<file path="config.mk">
export PLATFORM = sky130hd
export DESIGN_NAME = led_bar_level_frame_driver_top
export DESIGN_NICKNAME = d
export VERILOG_FILES = /design/src/rtl/lbd_pkg.sv /design/src/rtl/led_bar_level_frame_driver_top.sv
export SDC_FILE = /design/constraint.sdc
export NUM_CORES = 1
export LEC_CHECK = 0
export BUFFER_PORTS_ARGS = -buffer_cell sky130_fd_sc_hd__buf_4
export CAP_MARGIN = 10
export CORE_ASPECT_RATIO = 0.7
export CORE_MARGIN = 10
export CORE_UTILIZATION = 40
export CTS_BUF_LIST = sky130_fd_sc_hd__clkbuf_2 sky130_fd_sc_hd__clkbuf_4 sky130_fd_sc_hd__clkbuf_8
export CTS_CLUSTER_SIZE = 8
export DETAILED_ROUTE_END_ITERATION = 8
export SYNTH_ARGS = -nofsm -noshare
export SYNTH_HDL_FRONTEND = slang
export SYNTH_SLANG_ARGS = --single-unit
</file>
<file path="constraint.sdc">
create_clock -name aclk -period 8.1 [get_ports aclk]
set_input_delay 0.405 -clock aclk [delete_from_list [all_inputs] [get_ports aclk]]
set_output_delay 0.405 -clock aclk [all_outputs]
set_load 0.05 [all_outputs]
</file>
<file path="src/rtl/lbd_pkg.sv">
// Package for the LED bar level frame driver.
// Holds opcode, result-kind and sequencer types, frame constants and the intensity table.
// No dependencies.
`default_nettype none

package lbd_pkg;

    localparam int LEDS_PER_BAR = 10;
    localparam int FRAME_WORDS  = 13;

    localparam logic [3:0] LAST_LED_WORD = 4'(LEDS_PER_BAR);
    localparam logic [3:0] LAST_WORD     = 4'(FRAME_WORDS - 1);
    localparam logic [3:0] LED_COUNT     = 4'(LEDS_PER_BAR);

    localparam logic [7:0] BYTE_OFF  = 8'h00;
    localparam logic [7:0] BYTE_LOW  = 8'h01;
    localparam logic [7:0] BYTE_MED  = 8'hAA;
    localparam logic [7:0] BYTE_HIGH = 8'hFF;
    localparam logic [7:0] CMD_WORD  = 8'h00;
    localparam logic [7:0] PAD_WORD  = 8'h00;

    typedef enum logic [1:0] {
        OP_SET_PIXEL = 2'd0,
        OP_SET_LEVEL = 2'd1,
        OP_CLEAR     = 2'd2,
        OP_READ      = 2'd3
    } opcode_t;

    typedef enum logic [1:0] {
        KIND_FRAME = 2'd0,
        KIND_READ  = 2'd1,
        KIND_ERROR = 2'd2
    } kind_t;

    typedef enum logic [1:0] {
        DIR_FROM_FIRST = 2'd0,
        DIR_FROM_LAST  = 2'd1
    } dir_t;

    typedef enum logic [3:0] {
        ST_IDLE  = 4'b0001,
        ST_FRAME = 4'b0010,
        ST_MASK  = 4'b0100,
        ST_REPLY = 4'b1000
    } state_t;

    function automatic logic [7:0] code_byte(input logic [1:0] code);
        logic [7:0] b;
        case (code)
            2'd1:    b = BYTE_LOW;
            2'd2:    b = BYTE_MED;
            2'd3:    b = BYTE_HIGH;
            default: b = BYTE_OFF;
        endcase
        return b;
    endfunction

endpackage

`default_nettype wire

</file>
<file path="src/rtl/led_bar_level_frame_driver_top.sv">
// Top level of the LED bar level frame driver: command decode, brightness memory and
// frame sequencer with an output register. Depends on lbd_pkg.
`default_nettype none

//  channel | dir | handshake          | tdata (low bit up)                         | tuser
//  --------+-----+--------------------+--------------------------------------------+--------
//  s_      | in  | s_tvalid/s_tready  | bar[1:0] position[5:2] intensity[7:6]      | opcode
//          |     |                    | level[11:8] direction[13:12] zero[15:14]   |
//  m_      | out | m_tvalid/m_tready  | bar_out[1:0] frame_word[9:2]               | kind
//          |     |                    | lit_mask[19:10] zero[23:20]; tlast = latch |
//
//  Update commands (set pixel, set level, clear) go through an accept step and then
//  thirteen frame words, one per cycle while m_ is not stalled, paced by the walk over the
//  bar's ten memory entries (read one entry, write it back as its word leaves).
//  Read goes through accept, ten memory reads and the reply; a bad position goes straight to the reply.
//  Reset clears the per-entry valid bits at once, so every LED reads as off.
//  A stalled m_ channel holds the sequencer; one item is in work at a time.

module led_bar_level_frame_driver_top
    import lbd_pkg::*;
#(
    parameter int NUM_BARS = 4
) (
    input  wire logic        aclk,
    input  wire logic        aresetn,

    input  wire logic        s_tvalid,
    output logic             s_tready,
    input  wire logic [15:0] s_tdata,   // bar, position, intensity, level, direction
    input  wire logic [1:0]  s_tuser,   // opcode

    output logic             m_tvalid,
    input  wire logic        m_tready,
    output logic [23:0]      m_tdata,   // bar_out, frame_word, lit_mask
    output logic [1:0]       m_tuser,   // kind
    output logic             m_tlast    // latch
);

    localparam int DEPTH = NUM_BARS * LEDS_PER_BAR;
    localparam int AW    = (DEPTH > 1) ? $clog2(DEPTH) : 1;

    // Unpack the input item.
    logic [1:0] in_bar;
    logic [3:0] in_pos;
    logic [1:0] in_int;
    logic [3:0] in_lvl;
    logic [1:0] in_dir;
    logic       in_bar_ok;
    logic [AW-1:0] in_base;

    assign in_bar    = s_tdata[1:0];
    assign in_pos    = s_tdata[5:2];
    assign in_int    = s_tdata[7:6];
    assign in_lvl    = s_tdata[11:8];
    assign in_dir    = s_tdata[13:12];
    assign in_bar_ok = int'(in_bar) < NUM_BARS;
    assign in_base   = AW'(int'(in_bar) * LEDS_PER_BAR);

    // Command held for the duration of the item.
    state_t        state_reg, state_next;
    logic [3:0]    idx_reg, idx_next;
    opcode_t       op_reg;
    logic [1:0]    bar_reg;
    logic [AW-1:0] base_reg;
    logic [3:0]    pos_reg;
    logic [7:0]    val_reg;
    logic [3:0]    lvl_reg;
    logic [1:0]    dir_reg;
    logic [9:0]    mask_reg, mask_next;
    kind_t         reply_kind_reg, reply_kind_next;
    logic          cap;

    // Brightness memory with per-entry valid bits.
    logic [7:0]       bright_mem [DEPTH];
    logic [DEPTH-1:0] ent_valid_reg;
    logic [7:0]       rd_data_reg;
    logic             rd_valid_reg;
    logic             mem_we, mem_re;
    logic [AW-1:0]    waddr, raddr;

    // Output register.
    logic        m_tvalid_reg;
    logic [1:0]  m_bar_reg;
    logic [7:0]  m_word_reg;
    logic [9:0]  m_mask_reg;
    kind_t       m_kind_reg;
    logic        m_last_reg;
    logic        out_free, out_load;
    kind_t       o_kind;
    logic [7:0]  o_word;
    logic [9:0]  o_mask;
    logic        o_last;

    logic [3:0]  led_h;
    logic [7:0]  old_byte, new_byte;
    logic        lit_on;

    assign out_free = !m_tvalid_reg || m_tready;
    assign s_tready = (state_reg == ST_IDLE);
    assign led_h    = idx_reg - 4'd1;
    assign old_byte = rd_valid_reg ? rd_data_reg : BYTE_OFF;

    // New byte of LED led_h for the command in work.
    always_comb begin
        case (dir_t'(dir_reg))
            DIR_FROM_FIRST: lit_on = led_h < lvl_reg;
            DIR_FROM_LAST:  lit_on = led_h >= (LED_COUNT - lvl_reg);
            default:        lit_on = 1'b0;
        endcase
        case (op_reg)
            OP_SET_PIXEL: new_byte = (led_h == pos_reg) ? val_reg : old_byte;
            OP_SET_LEVEL: new_byte = lit_on ? val_reg : BYTE_OFF;
            OP_CLEAR:     new_byte = BYTE_OFF;
            default:      new_byte = old_byte;
        endcase
    end

    // Sequencer.
    always_comb begin
        state_next      = state_reg;
        idx_next        = idx_reg;
        mask_next       = mask_reg;
        reply_kind_next = reply_kind_reg;
        cap             = 1'b0;
        mem_we          = 1'b0;
        mem_re          = 1'b0;
        raddr           = base_reg + AW'(idx_reg);
        waddr           = base_reg + AW'(led_h);
        out_load        = 1'b0;
        o_kind          = KIND_FRAME;
        o_word          = CMD_WORD;
        o_mask          = '0;
        o_last          = 1'b0;

        case (state_reg)
            ST_IDLE: begin
                if (s_tvalid && in_bar_ok) begin
                    cap       = 1'b1;
                    mask_next = '0;
                    mem_re    = 1'b1;
                    raddr     = in_base;
                    case (opcode_t'(s_tuser))
                        OP_SET_PIXEL: begin
                            if (in_pos >= LED_COUNT) begin
                                reply_kind_next = KIND_ERROR;
                                state_next      = ST_REPLY;
                            end else begin
                                idx_next   = 4'd0;
                                state_next = ST_FRAME;
                            end
                        end
                        OP_READ: begin
                            reply_kind_next = KIND_READ;
                            idx_next        = 4'd1;
                            state_next      = ST_MASK;
                        end
                        default: begin
                            idx_next   = 4'd0;
                            state_next = ST_FRAME;
                        end
                    endcase
                end
            end
            ST_FRAME: begin
                if (out_free) begin
                    out_load = 1'b1;
                    idx_next = idx_reg + 4'd1;
                    if (idx_reg inside {[4'd1:LAST_LED_WORD]}) begin
                        // Write the LED back as its word leaves; fetch the next one.
                        o_word = new_byte;
                        mem_we = 1'b1;
                        mem_re = (idx_reg != LAST_LED_WORD);
                    end else if (idx_reg != 4'd0) begin
                        o_word = PAD_WORD;
                    end
                    if (idx_reg == LAST_WORD) begin
                        o_last     = 1'b1;
                        state_next = ST_IDLE;
                    end
                end
            end
            ST_MASK: begin
                mask_next[led_h] = (old_byte != BYTE_OFF);
                if (idx_reg == LED_COUNT) begin
                    state_next = ST_REPLY;
                end else begin
                    mem_re   = 1'b1;
                    idx_next = idx_reg + 4'd1;
                end
            end
            ST_REPLY: begin
                if (out_free) begin
                    out_load   = 1'b1;
                    o_kind     = reply_kind_reg;
                    o_word     = BYTE_OFF;
                    o_mask     = mask_reg;
                    state_next = ST_IDLE;
                end
            end
            default: begin
                state_next = ST_IDLE;
            end
        endcase
    end

    // Control registers.
    always_ff @(posedge aclk) begin
        if (!aresetn) begin
            state_reg     <= ST_IDLE;
            ent_valid_reg <= '0;
            m_tvalid_reg  <= 1'b0;
        end else begin
            state_reg <= state_next;
            if (mem_we) begin
                ent_valid_reg[waddr] <= 1'b1;
            end
            if (out_load) begin
                m_tvalid_reg <= 1'b1;
            end else if (m_tready) begin
                m_tvalid_reg <= 1'b0;
            end
        end
    end

    // Payload registers.
    always_ff @(posedge aclk) begin
        idx_reg        <= idx_next;
        mask_reg       <= mask_next;
        reply_kind_reg <= reply_kind_next;
        if (cap) begin
            op_reg   <= opcode_t'(s_tuser);
            bar_reg  <= in_bar;
            base_reg <= in_base;
            pos_reg  <= in_pos;
            val_reg  <= code_byte(in_int);
            lvl_reg  <= (in_lvl > LED_COUNT) ? LED_COUNT : in_lvl;
            dir_reg  <= in_dir;
        end
        if (out_load) begin
            m_bar_reg  <= bar_reg;
            m_word_reg <= o_word;
            m_mask_reg <= o_mask;
            m_kind_reg <= o_kind;
            m_last_reg <= o_last;
        end
    end

    // Memory: one write and one registered read per cycle.
    always_ff @(posedge aclk) begin
        if (mem_we) begin
            bright_mem[waddr] <= new_byte;
        end
        if (mem_re) begin
            rd_data_reg  <= bright_mem[raddr];
            rd_valid_reg <= ent_valid_reg[raddr];
        end
    end

    assign m_tvalid = m_tvalid_reg;
    assign m_tuser  = m_kind_reg;
    assign m_tlast  = m_last_reg;
    assign m_tdata  = {4'd0, m_mask_reg, m_word_reg, m_bar_reg};

    // Checks.
    a_latch_on_frame: assert property (@(posedge aclk) disable iff (!aresetn)
        m_tvalid && m_tlast |-> m_tuser == KIND_FRAME)
        else $error("latch mark on a non-frame result");

    a_frame_no_mask: assert property (@(posedge aclk) disable iff (!aresetn)
        m_tvalid && m_tuser == KIND_FRAME |-> m_tdata[19:10] == 10'd0)
        else $error("frame word carries a lit mask");

    a_write_in_frame: assert property (@(posedge aclk) disable iff (!aresetn)
        mem_we |-> state_reg == ST_FRAME && idx_reg != 4'd0 && idx_reg <= LAST_LED_WORD)
        else $error("memory write outside the LED words of a frame");

    a_idx_range: assert property (@(posedge aclk) disable iff (!aresetn)
        state_reg == ST_FRAME |-> idx_reg <= LAST_WORD)
        else $error("frame word index out of range");

endmodule

`default_nettype wire
</file>
Yosys cells after proc, flatten, opt, wreduce, memory -nomap -nowiden
Memories as Yosys holds them, arrays and structs flattened. A register that Yosys moved wholly into a read port is not among the register bits.
Index checks and enable logic that the tools add are counted.
- $lt $le $gt $ge: 11
- bitwise logic cells: 1
- add/sub/neg operators: 5
- mux-type cells: 49
- shift-type cells: 0
- equal/unequal tests: 23
- reduce and logical (&&, ||, !) cells: 21
- div/mod/pow operators: 0
- multiply operators: 1
- operators by type and width (cell ; count):
    8-bit case mux with 3 select lines ; 2
    4-bit 2-to-1 mux ; 10
    40-bit bitwise OR ; 1
    8-bit 2-to-1 mux ; 3
    10-bit case mux with 2 select lines ; 1
    1-bit 2-to-1 mux ; 18
    4-bit case mux with 2 select lines ; 2
    4-bit case mux with 4 select lines ; 1
    6-bit by 7-bit < comparator with 1-bit output (second input constant) ; 2
    2-bit != test (second input constant) ; 7
    6-bit by 4-bit adder with 6-bit output ; 2
    4-bit equality test (second input constant) ; 3
    6-bit 2-to-1 mux ; 2
    4-bit case mux with 3 select lines ; 1
    10-bit bitwise mux ; 1
    10-bit 2-to-1 mux ; 1
    5-bit AND reduction ; 2
    2-bit equality test (second input constant) ; 4
    4-bit by 1-bit greater-or-equal comparator with 1-bit output (second input constant) ; 2
    8-bit nonzero test ; 1
    1-bit binary-select mux with 6-bit select ; 1
    1-bit demux with 6-bit select ; 1
    2-bit by 1-bit equality test with 1-bit output (second input constant) ; 3
    6-bit by 1-bit greater-or-equal comparator with 1-bit output (second input constant) ; 1
    other kinds (31) ; 39
- memory bits (read-only): 0
- output and inout bits: 29
- bits in latches: 0
- memory bits (writable): 320
- input bits: 22
- bits in registers: 112
- memories kept: 1
- word-level logic and storage cells: 131
- memory list (name ; words ; width ; rd ports ; clocked after memory_dff ; wr ports ; RTL line ; text):
    bright_mem ; 40 ; 8 ; 1 ; 1 ; 1 ; led_bar_level_frame_driver_top.sv:74 ; logic [7:0] bright_mem [DEPTH];

Depth between registers and ports, before layout
Gate-level depths: netlist (run 1).
- depth in word-level cells: 7
- mapped depth: 14
- depth with buffers taken out: 12

Worst setup path before layout (run 1)
Ideal clock, no wire load.
- path kind: register to register
- from: register idx_reg[0]
- to: memory bright_mem[0][7], data pin
- slack: 3.012 ns
- clock period less this slack: 5.088 ns
- required time: 7.584 ns
- buffers on the path: 3
- library setup time: 0.516 ns
- arrival time: 4.572 ns
- cell stages (with the launch flop): 14
- cell sequence: edfxtp_1 > buf_2 > clkinv_1 > clkbuf_1 > ha_1 > xor2_1 > ha_1 > o21ai_0 > nand2b_1 > a211oi_1 > a21oi_1 > o22a_1 > clkbuf_1 > o21ai_0
- longest elaborated chain between the ends: 5
- elaborated cells between the ends (all ways): 8
- classes of those cells: add/sub: 1; order compare: 2; eq/ne: 1; mux: 4
- ends and longest elaborated chain (item ; RTL line ; text):
    start, declared ; led_bar_level_frame_driver_top.sv:61 ; logic [3:0] idx_reg, idx_next;
    start signal, assigned ; led_bar_level_frame_driver_top.sv:227 ; idx_reg <= idx_next;
    4-bit by 1-bit subtractor with 4-bit output * ; led_bar_level_frame_driver_top.sv:100 ; assign led_h = idx_reg - 4'd1;
    4-bit greater-or-equal comparator / 4-bit < comparator (equally long branches) ; led_bar_level_frame_driver_top.sv:107, led_bar_level_frame_driver_top.sv:106 ;
    1-bit case mux with 2 select lines ; led_bar_level_frame_driver_top.sv:105 ; case (dir_t'(dir_reg))
    8-bit 2-to-1 mux ; led_bar_level_frame_driver_top.sv:112 ; OP_SET_LEVEL: new_byte = lit_on ? val_reg : BYTE_OFF;
    8-bit case mux with 3 select lines * ; led_bar_level_frame_driver_top.sv:110 ; case (op_reg)
    via new_byte[7] ; led_bar_level_frame_driver_top.sv:95 ; logic [7:0] old_byte, new_byte;
    end, declared ; led_bar_level_frame_driver_top.sv:74 ;
Mark *: on every way through the listed nets, which the timed path passes. The rest lies on a longest branch.

Final worst setup path (run 1)
- from: register idx_reg[1]
- to: memory bright_mem[33][7], data pin
Same word-level chain as after synthesis.

==> metrics.log, run 1 <==
[metrics] status: finished clean
[metrics] pin count of the biggest net entering global routing: 57
[metrics] reg-to-reg setup timing slack: 3.28 ns
[metrics] xor and xnor area share after synthesis: 0.00645
[metrics] synthesized area per cell: 13.8 sq um
[metrics] number of clock sinks: 430
[metrics] fraction of layout cells with a size suffix above 1: 0.181
[metrics] CP Data Required Time: 8.43 ns
[metrics] Chip Height: 201 um
[metrics] switching power of the nets: 3940 uW
[metrics] Filler Cell Count: 4,167
[metrics] Gates resized, CTS repair: 0
[metrics] start point of the worst min-delay path: s_tdata[9]
[metrics] fraction of the core area covered by cells at the end of the flow: 0.455
[metrics] violation count after the first detailed-route iteration: 1,389
[metrics] most prevalent standard cell on the critical path: ha_1
[metrics] number of input and output port buffers inserted: 44
[metrics] worst slew margin relative to its limit: 0.138
[metrics] number of flops mapped to enable cells by yosys: 385
[metrics] P per Cell Area: 427 nW/um^2
[metrics] crit path buf inv count: 2
[metrics] setup_tns: 0 ns
[metrics] total congestion overflow: 0
[metrics] number of maximum-capacitance constraint violations: 0
[metrics] classification of the worst-slack hold path: in2reg
[metrics] maximum level of the CTS H-tree: 3
[metrics] cell count of the worst hold path: 2
[metrics] worst reg2reg path startpoint: idx_reg[1]
[metrics] clock-pin slew reported for the worst setup and hold paths after clock tree synthesis: 0.06 ns
[metrics] antenna cells: 0
[metrics] placed cell count: 1,953
[metrics] largest family of logic cells by synthesized area: compound AO/OA/AOI/OAI gates
[metrics] kind of end point of the critical path: flop
[metrics] portion of netlist area occupied by mux cells: 0.0711
[metrics] number of hold buffers added after cts: 11
[metrics] count of cell instances traversed by the critical path: 10
[metrics] maximum fanout count along the critical path: 21
[metrics] proportion of power drawn by flip-flops and latches: 0.326
[metrics] worst path cell trace: inv_1, ha_1, xor2_1, ha_1, a221oi_1, nor2_1, a21oi_1, o22a_1, o21ai_4, buf_4
[metrics] final slew viol count: 0
[metrics] overall via count from detail_route: 12.1k
[metrics] DP Worst Slack: 3.36 ns
[metrics] relative contribution of combinational cells to total power: 0.470
[metrics] total DRC errors in the routed layout: 0
[metrics] gpl congestion: 0.915
[metrics] vias in the first global route: 11.8k
[metrics] worst r2r path cells: 10
[metrics] number of nets at the end of the flow: 1,466
[metrics] post-layout worst setup margin: 3.28 ns
[metrics] worst-case clock skew: 0.0367 ns
[metrics] slew at the pin closest to its max-slew limit: 1.29 ns
[metrics] static leakage: 0.00725 uW
[metrics] CP top delay family: compound AO/OA/AOI/OAI gates
[metrics] data arrival at the endpoint of the critical path: 5.15 ns
[metrics] share of async-settable or async-resettable flops after synthesis: 0
[metrics] number of setup buffers added after CTS: 0
[metrics] sequential-to-total area share from yosys stat: 0.662
[metrics] final count of hold timing violations: 0
[metrics] VDD IR max: 234 uV
[metrics] synthesized-area fraction occupied by and/or/nand/nor cells: 0.0924
[metrics] first-pass iteration count of the detailed router: 9
[metrics] width of the die: 279 um
[metrics] number of ports placed on the die boundary: 51
[metrics] starting density of the core: 0.405
[metrics] CTS Root Buffer Type: clkbuf_8
[metrics] worst-case hold path end point: lvl_reg[1]
[metrics] global router's overall resource usage: 0.183
[metrics] Switching Fraction: 0.435
[metrics] prevailing post-synth register cell: edfxtp_1
[metrics] Setup Crit Path Kind: reg2reg
[metrics] max FFs per register: 320
[metrics] yosys warns: 0
[metrics] DPL Wire Length: 33,300 um
[metrics] number of storage elements in the synthesis netlist: 430
[metrics] crit-path max cell delay: 0.95 ns
[metrics] fraction of the mapped netlist area in compound gates: 0.123
[metrics] Synth-to-Final Area Change: 12.5%
[metrics] time the final worst path needs with I/O delays and setup: 4.82 ns
[metrics] highest achievable clock rate: 0.208 GHz
[metrics] unrepaired setup endpoints after global routing: false
[metrics] worst-case clock buffer depth: 3
[metrics] global-route wire length before repair: 77,100 um
[metrics] Final Setup Violations: 0
[metrics] core region area: 46,500 sq um
[metrics] Reg-to-Reg End: bright_mem[33][7]
[metrics] most common cell after layout, fill and taps aside: edfxtp_1
[metrics] clock network fraction of total power: 0.205
[metrics] cell area after technology mapping: 18,800 sq um
[metrics] via-per-instance ratio: 5.81
[metrics] final std cell area, no fill: 21,200 sq um
[metrics] slowest stage cell on the critical path: o22a_1
[metrics] number of buffers inserted during clock tree synthesis: 67
[metrics] placement row count: 66
[metrics] Final period util: 0.595
[metrics] Final Instance Count excl. Fillers: 2,080
[metrics] Mapped Cells: 1,359
[metrics] Cell variety after synth: 84
[metrics] DR WL/cell: 25.2 um
[metrics] detailed-route wire length: 52,300 um
[metrics] Pint: 5110 uW
[metrics] die footprint: 56,300 sq um
[metrics] most frequent cells in the layout: edfxtp_1 (385), nor2_1 (106), nand2_1 (94), clkbuf_8 (74), buf_4 (60)
[metrics] antenna viol nets, final: 0
[metrics] crit start category: flop
[metrics] instance area at placement: 19,700 sq um
[metrics] adder-cell share of the synthesized area: 0.0166
[metrics] antenna violations before repair: 0
[metrics] worst-skew pair later-pin latency: 0.64 ns
[metrics] TritonCTS clock tree: done
-- cells by family after synthesis --
group / after synthesis
XOR/XNOR: 13
multiplexers: 102
AND/OR/NAND/NOR: 357
AO/OA/AOI/OAI: 323
other: 1
adder cells (fa/ha/maj): 24
flip-flops: 430
buffers and inverters: 109
-- final cells by class --
| type | instances | area [sq um] | share of cell area |
|---|---|---|---|
| Inverter | 28 | 111 | 0.00526 |
| Clock buffer | 108 | 1270 | 0.0602 |
| Multi-Input combinational cell | 823 | 5950 | 0.281 |
| Tap cell | 612 | 766 | 0.0362 |
| Sequential cell | 430 | 12500 | 0.589 |
| Clock inverter | 8 | 52.6 | 0.00248 |
| Timing Repair Buffer | 71 | 561 | 0.0265 |
-- worst reg2reg max path, delay by kind of cell (launching register included) --
kind                       cells  cell delay, ns
xor gates and xnor gates       1            0.63
and+or+nand+nor                1            0.08
buffers and inverters          2            0.51
adders and majority gates      2            0.62
DFF                            1            0.63
AOI/OAI and AO/OA              4            2.05
-- synthesized netlist by cell type, types with 10 or more instances --
cell,number,area share
mux4_2,23,0.028
nor2b_1,17,0.0057
o21ai_0,43,0.011
a211oi_1,37,0.015
o32ai_1,10,0.0047
edfxtp_1,385,0.61
o21a_1,42,0.017
ha_1,21,0.014
mux2_2,23,0.014
mux2i_1,56,0.030
or3_1,13,0.0043
o22ai_1,25,0.0083
clkbuf_1,36,0.0072
a31oi_1,15,0.0050
nand2_1,94,0.019
o221ai_1,20,0.0093
nand3_1,29,0.0077
nor2_1,106,0.021
and2_1,30,0.010
nand2b_1,16,0.0053
dfxtp_1,45,0.048
inv_1,25,0.0050
a21oi_1,44,0.012
buf_2,28,0.0074
-- stage by stage --
| stage | power, uW | hold slack (ns) |
|---|---|---|
| 2_1_floorplan | 5680 | 0.435 |
| 3_3_place_gp | 7050 | 0.442 |
| 3_5_place_dp | 7110 | 0.454 |
| 4_1_cts | 8960 | 0.00472 |
| 5_1_grt | 9410 | 0.0349 |
| 6_report | 9050 | 0.0396 |
-- worst max path at each step --
| stage | start | end | slack [ns] |
|---|---|---|---|
| floorplan | idx_reg[0] | bright_mem[0][7] | 3.01 |
| global placement | idx_reg[1] | bright_mem[32][7] | 3.48 |
| detailed placement | idx_reg[1] | bright_mem[32][7] | 3.36 |
| CTS | idx_reg[1] | bright_mem[12][7] | 3.33 |
| global route | idx_reg[1] | bright_mem[33][7] | 3.06 |
| finish | idx_reg[1] | bright_mem[33][7] | 3.28 |
-- power groups by stage --
stage,combinational [uW],clock (uW),sequential (uW)
5_1_grt,4470,1970,2960
4_1_cts,4140,1880,2940
3_3_place_gp,4060,0,2990
6_report,4250,1850,2950
3_5_place_dp,4120,0,2990
2_1_floorplan,2640,0,3030
-- layer usage --
| metal | vias to the layer above | track usage | wire length (um) |
|---|---|---|---|
| li1 | 5352 | - | - |
| met1 | 6073 | 0.260 | 23700 |
| met2 | 541 | 0.255 | 21700 |
| met3 | 118 | 0.0676 | 5490 |
| met4 | 2 | 0.0486 | 1310 |
| met5 | - | 0.0106 | 80 |
Note: power is estimated with default switching activity, not from simulation.
==> run 2: changes to the inputs <==
- clock period: 8.1 -> 4.5 ns (I/O delays scaled with it)
==> metrics.log, run 2 (synthesis gave the netlist of run 1 again) <==
[metrics] status: finished clean (unchanged)
[metrics] placement row count: 66 (unchanged)
[metrics] proportion of power drawn by flip-flops and latches: 0.317 (was 0.326)
[metrics] core region area: 46,500 sq um (unchanged)
[metrics] number of maximum-capacitance constraint violations: 0 (unchanged)
[metrics] Final Setup Violations: 0 (unchanged)
[metrics] worst-skew pair later-pin latency: 0.65 ns (was 0.64 ns)
[metrics] Final Instance Count excl. Fillers: 2,155 (was 2,080)
[metrics] P per Cell Area: 768 nW/um^2 (was 427 nW/um^2)
[metrics] gpl congestion: 0.955 (was 0.915)
[metrics] DR WL/cell: 25.2 um (about the same)
[metrics] worst-case clock buffer depth: 3 (unchanged)
[metrics] unrepaired setup endpoints after global routing: false (unchanged)
[metrics] Chip Height: 201 um (unchanged)
[metrics] antenna violations before repair: 1 (was 0)
[metrics] switching power of the nets: 7200 uW (was 3940 uW)
[metrics] static leakage: 0.00766 uW (was 0.00725 uW)
[metrics] maximum level of the CTS H-tree: 3 (unchanged)
[metrics] crit start category: flop (unchanged)
[metrics] maximum fanout count along the critical path: 30 (was 21)
[metrics] starting density of the core: 0.405 (unchanged)
[metrics] Setup Crit Path Kind: reg2reg (unchanged)
[metrics] most common cell after layout, fill and taps aside: edfxtp_1 (unchanged)
[metrics] time the final worst path needs with I/O delays and setup: 4.23 ns (was 4.82 ns)
[metrics] relative contribution of combinational cells to total power: 0.474 (was 0.470)
[metrics] most frequent cells in the layout: edfxtp_1 (385), buf_4 (120), nor2_1 (106), nand2_1 (94), clkbuf_8 (73) (was edfxtp_1 (385), nor2_1 (106), nand2_1 (94), clkbuf_8 (74), buf_4 (60))
[metrics] fraction of the core area covered by cells at the end of the flow: 0.469 (was 0.455)
[metrics] VDD IR max: 505 uV (was 234 uV)
[metrics] final count of hold timing violations: 0 (unchanged)
[metrics] number of nets at the end of the flow: 1,535 (was 1,466)
[metrics] number of ports placed on the die boundary: 51 (unchanged)
[metrics] final slew viol count: 0 (unchanged)
[metrics] kind of end point of the critical path: flop (unchanged)
[metrics] number of buffers inserted during clock tree synthesis: 68 (was 67)
[metrics] antenna viol nets, final: 0 (unchanged)
[metrics] clock-pin slew reported for the worst setup and hold paths after clock tree synthesis: 0.06 ns (about the same)
[metrics] width of the die: 279 um (unchanged)
[metrics] CTS Root Buffer Type: clkbuf_8 (unchanged)
[metrics] worst-case clock skew: 0.0371 ns (was 0.0367 ns)
[metrics] instance area at placement: 20,200 sq um (was 19,700 sq um)
[metrics] classification of the worst-slack hold path: in2reg (unchanged)
[metrics] placed cell count: 2,014 (was 1,953)
[metrics] total DRC errors in the routed layout: 0 (unchanged)
[metrics] CP Data Required Time: 4.96 ns (was 8.43 ns)
[metrics] clock network fraction of total power: 0.209 (was 0.205)
[metrics] violation count after the first detailed-route iteration: 1,508 (was 1,389)
[metrics] TritonCTS clock tree: done (unchanged)
[metrics] highest achievable clock rate: 0.236 GHz (was 0.208 GHz)
[metrics] first-pass iteration count of the detailed router: 6 (was 9)
[metrics] Pint: 9550 uW (was 5110 uW)
[metrics] die footprint: 56,300 sq um (unchanged)
[metrics] worst slew margin relative to its limit: 0.169 (was 0.138)
[metrics] antenna cells: 0 (unchanged)
[metrics] max FFs per register: 320 (unchanged)
[metrics] slew at the pin closest to its max-slew limit: 1.24 ns (was 1.29 ns)
[metrics] pin count of the biggest net entering global routing: 70 (was 57)
[metrics] number of setup buffers added after CTS: 0 (unchanged)
[metrics] final std cell area, no fill: 21,800 sq um (was 21,200 sq um)
[metrics] Synth-to-Final Area Change: 15.9% (was 12.5%)
[metrics] vias in the first global route: 11.9k (was 11.8k)
[metrics] post-layout worst setup margin: 0.266 ns (was 3.28 ns)
[metrics] DP Worst Slack: 0.211 ns (was 3.36 ns)
[metrics] fraction of layout cells with a size suffix above 1: 0.218 (was 0.181)
[metrics] overall via count from detail_route: 12.5k (was 12.1k)
[metrics] via-per-instance ratio: 5.79 (was 5.81)
[metrics] global-route wire length before repair: 79,400 um (was 77,100 um)
[metrics] global router's overall resource usage: 0.190 (was 0.183)
[metrics] Final period util: 0.941 (was 0.595)
[metrics] Switching Fraction: 0.430 (was 0.435)
[metrics] detailed-route wire length: 54,300 um (was 52,300 um)
[metrics] data arrival at the endpoint of the critical path: 4.69 ns (was 5.15 ns)
[metrics] number of input and output port buffers inserted: 44 (unchanged)
[metrics] number of clock sinks: 430 (unchanged)
[metrics] total congestion overflow: 0 (unchanged)
[metrics] DPL Wire Length: 35,200 um (was 33,300 um)
## run 2: cell types whose count changed in the layout (fill, tap and decap cells not counted), moves of 2 or more
cell           delta
dlygate4sd3_1     +7
buf_4            +60
clkbuf_4          +8
clkinv_1          -2
clkinvlp_4        -2
## run 2: cell type report
class                   instances  area [sq um]
clock buffers                 115          1320
clock inverters                 8           100
fillers                      4089         24700
inverters                      28           111
multi-input cells             823          5950
flip-flops and latches        430         12500
well taps                     612           766
repair buffers                139          1100
## run 2: layer usage
metal	vias to the layer above	routed length [um]	GRT usage
met5	-	0	0
met4	0	1250	0.0535
met3	98	6140	0.0575
met2	629	22600	0.263
met1	6247	24400	0.279
li1	5504	-	-
## run 2: power by group through the flow
stage          combinational (uW)  sequential, uW  clock [uW]
4_1_cts                      7750            5300        3560
3_5_place_dp                 7710            5380           0
3_3_place_gp                 7620            5370           0
2_1_floorplan                4750            5460           0
6_report                     7940            5310        3500
5_1_grt                      8360            5320        3740
## run 2: critical path, stage by stage (launching register included)
cell      delay, ns
edfxtp_1       0.34
clkinv_1       0.34
ha_1           0.47
inv_1          0.18
ha_1           0.26
nor2b_1        0.12
o21ai_0        0.15
nand2b_1       0.08
a211oi_1       0.25
a21oi_1        0.14
o22a_1         0.43
o21ai_4        0.93
buf_4          0.34
## run 2: metrics by stage
stage          hold WS, ns  setup TNS [ns]  power, uW
6_report            0.0704               0      16800
5_1_grt             0.0500               0      17400
4_1_cts             0.0320               0      16600
3_5_place_dp         0.409               0      13100
3_3_place_gp         0.406               0      13000
2_1_floorplan        0.324         -139.63      10200
## run 2: what timing repair did
action                                 in CTS  in global routing
resized for setup                           0                  1
endpoints found under the hold margin      18                  0
setup endpoints to repair                   0                107
hold buffers                               18                  0
## run 2: path summary, 6_finish.rpt
path                     start                end  slack, ns  cells past startpoint
min                 s_tdata[0]         bar_reg[0]       0.07                      1
max                 idx_reg[0]  bright_mem[15][7]       0.27                     12
max reg2reg         idx_reg[0]  bright_mem[15][7]       0.27                     12
min reg2reg  ent_valid_reg[17]  ent_valid_reg[17]       0.46                      1
==> run 3: changes to the inputs <==
- CORE_UTILIZATION: 40 -> 45
==> metrics.log, run 3 (synthesis gave the netlist of run 1 again) <==
[metrics] global-route wire length before repair: 79,700 um (was 79,400 um)
[metrics] Final Setup Violations: 0 (unchanged)
[metrics] time the final worst path needs with I/O delays and setup: 4.13 ns (was 4.23 ns)
[metrics] number of maximum-capacitance constraint violations: 0 (unchanged)
[metrics] P per Cell Area: 768 nW/um^2 (about the same)
[metrics] kind of end point of the critical path: flop (unchanged)
[metrics] setup_tns: 0 ns (unchanged)
[metrics] DPL Wire Length: 35,700 um (was 35,200 um)
[metrics] number of input and output port buffers inserted: 44 (unchanged)
[metrics] worst slew margin relative to its limit: 0.119 (was 0.169)
[metrics] first-pass iteration count of the detailed router: 6 (unchanged)
[metrics] most frequent cells in the layout: edfxtp_1 (385), buf_4 (119), nor2_1 (106), nand2_1 (94), clkbuf_8 (71) (was edfxtp_1 (385), buf_4 (120), nor2_1 (106), nand2_1 (94), clkbuf_8 (73))
[metrics] worst-skew pair later-pin latency: 0.63 ns (was 0.65 ns)
[metrics] pin count of the biggest net entering global routing: 55 (was 70)
[metrics] number of clock sinks: 430 (unchanged)
[metrics] status: finished clean (unchanged)
[metrics] worst path cell trace: clkinv_1, ha_1, xor2_1, ha_1, o21ai_0, nand2b_1, a211oi_1, a21oi_1, o22a_1, buf_12, o21ai_4 (was clkinv_1, ha_1, inv_1, ha_1, nor2b_1, o21ai_0, nand2b_1, a211oi_1, a21oi_1, o22a_1, o21ai_4, buf_4)
[metrics] worst-case clock skew: 0.0295 ns (was 0.0371 ns)
[metrics] number of nets at the end of the flow: 1,537 (was 1,535)
[metrics] via-per-instance ratio: 5.96 (was 5.79)
[metrics] highest achievable clock rate: 0.242 GHz (was 0.236 GHz)
[metrics] number of ports placed on the die boundary: 51 (unchanged)
[metrics] width of the die: 264 um (was 279 um)
[metrics] TritonCTS clock tree: done (unchanged)
[metrics] fraction of the core area covered by cells at the end of the flow: 0.528 (was 0.469)
[metrics] CP Data Required Time: 4.73 ns (was 4.96 ns)
[metrics] overall via count from detail_route: 12.5k (about the same)
[metrics] number of setup buffers added after CTS: 0 (unchanged)
[metrics] detailed-route wire length: 54,600 um (was 54,300 um)
[metrics] antenna cells: 0 (unchanged)
[metrics] VDD IR max: 437 uV (was 505 uV)
[metrics] clock-pin slew reported for the worst setup and hold paths after clock tree synthesis: 0.06 ns (about the same)
[metrics] uppermost signal routing layer after detailed routing: met4 (unchanged)
[metrics] maximum level of the CTS H-tree: 3 (unchanged)
[metrics] vias in the first global route: 11.9k (about the same)
[metrics] slew at the pin closest to its max-slew limit: 1.32 ns (was 1.24 ns)
[metrics] crit path buf inv count: 2 (was 3)
[metrics] final count of hold timing violations: 0 (unchanged)
[metrics] gpl congestion: 0.943 (was 0.955)
[metrics] fraction of layout cells with a size suffix above 1: 0.219 (was 0.218)
[metrics] global router's overall resource usage: 0.213 (was 0.190)
[metrics] Synth-to-Final Area Change: 15.6% (was 15.9%)
[metrics] CP top delay family: compound AO/OA/AOI/OAI gates (unchanged)
[metrics] Setup Crit Path Kind: reg2reg (unchanged)
[metrics] number of hold buffers added after cts: 18 (unchanged)
[metrics] crit-path max cell delay: 0.92 ns (was 0.93 ns)
[metrics] total congestion overflow: 0 (unchanged)
[metrics] length of routed wiring on met1: 24,400 um (about the same)
[metrics] wire length on met3: 6110 um (was 6140 um)
[metrics] Final period util: 0.917 (was 0.941)
[metrics] slowest stage cell on the critical path: o21ai_4 (unchanged)
[metrics] unrepaired setup endpoints after global routing: false (unchanged)
[metrics] DR WL/cell: 26.1 um (was 25.2 um)
[metrics] met2 layer wire length in the routed design: 23,000 um (was 22,600 um)
[metrics] max FFs per register: 320 (unchanged)
[metrics] maximum fanout count along the critical path: 40 (was 30)
[metrics] data arrival at the endpoint of the critical path: 4.36 ns (was 4.69 ns)
[metrics] worst-case clock buffer depth: 3 (unchanged)
[metrics] number of buffers inserted during clock tree synthesis: 67 (was 68)
[metrics] total DRC errors in the routed layout: 0 (unchanged)
[metrics] final slew viol count: 0 (unchanged)
[metrics] static leakage: 0.00767 uW (was 0.00766 uW)
[metrics] most prevalent standard cell on the critical path: ha_1 (unchanged)
[metrics] CTS Root Buffer Type: clkbuf_8 (unchanged)
[metrics] Chip Height: 191 um (was 201 um)
[metrics] core region area: 41,200 sq um (was 46,500 sq um)
[metrics] most common cell after layout, fill and taps aside: edfxtp_1 (unchanged)
[metrics] crit start category: flop (unchanged)
[metrics] die footprint: 50,500 sq um (was 56,300 sq um)
[metrics] placement row count: 62 (was 66)
[metrics] antenna violations before repair: 0 (was 1)
[metrics] starting density of the core: 0.457 (was 0.405)
[metrics] Gates resized, CTS repair: 0 (unchanged)
[metrics] violation count after the first detailed-route iteration: 1,546 (was 1,508)
[metrics] post-layout worst setup margin: 0.371 ns (was 0.266 ns)
[metrics] antenna viol nets, final: 0 (unchanged)
[metrics] DP Worst Slack: 0.479 ns (was 0.211 ns)
[metrics] classification of the worst-slack hold path: in2reg (unchanged)
-- run 3: cell types whose count changed in the layout (fill, tap and decap cells not counted), sizes merged --
cell	before	now
buf	121	124
bufinv	1	0
clkbuf	115	116
clkinvlp	1	3
inv	29	27
-- run 3: worst register-to-register path, stage by stage (launching register included) --
cell,delay (ns)
edfxtp_1,0.45
clkinv_1,0.17
ha_1,0.28
xor2_1,0.37
ha_1,0.31
o21ai_0,0.10
nand2b_1,0.09
a211oi_1,0.25
a21oi_1,0.14
o22a_1,0.40
buf_12,0.24
o21ai_4,0.92
-- run 3: final cells by class --
| type | instances | area [sq um] |
|---|---|---|
| Multi-Input combinational cell | 823 | 5950 |
| Clock inverter | 7 | 51.3 |
| Tap cell | 544 | 681 |
| Clock buffer | 116 | 1320 |
| Inverter | 28 | 111 |
| Sequential cell | 430 | 12500 |
| Fill cell | 3459 | 19400 |
| Timing Repair Buffer | 142 | 1170 |
-- run 3: worst paths after layout --
| check | startpoint | to | slack, ns | depth (start not counted) |
|---|---|---|---|---|
| worst max register to register | idx_reg[0] | bright_mem[23][5] | 0.37 | 11 |
| worst max-delay path | idx_reg[0] | bright_mem[23][5] | 0.37 | 11 |
| worst min register to register | ent_valid_reg[39] | ent_valid_reg[39] | 0.46 | 1 |
| worst min-delay path | s_tdata[0] | bar_reg[0] | 0.08 | 1 |
-- run 3: metal layers --
layer	track usage	vias up
met1	0.307	6257
met4	0.0573	0
met3	0.0741	85
met5	0	-
met2	0.300	598
li1	-	5510
-- run 3: power by group --
group	total [uW]	switching, uW	internal [uW]
sequential	5300	174	5120
combinational	8040	5500	2540
clock	3370	1530	1840
total	16700	7210	9500
-- run 3: per-stage QoR --
| step | hold slack (ns) | std cells | instance area, sq um | power (uW) |
|---|---|---|---|---|
| floorplan | 0.324 | 1362 | 18800 | 10200 |
| global placement | 0.405 | 1949 | 20200 | 13100 |
| detailed placement | 0.407 | 1949 | 20200 | 13200 |
| CTS | 0.0378 | 2090 | 21700 | 16600 |
| global route | 0.0456 | 2090 | 21700 | 17400 |
| finish | 0.0833 | 2090 | 21700 | 16700 |
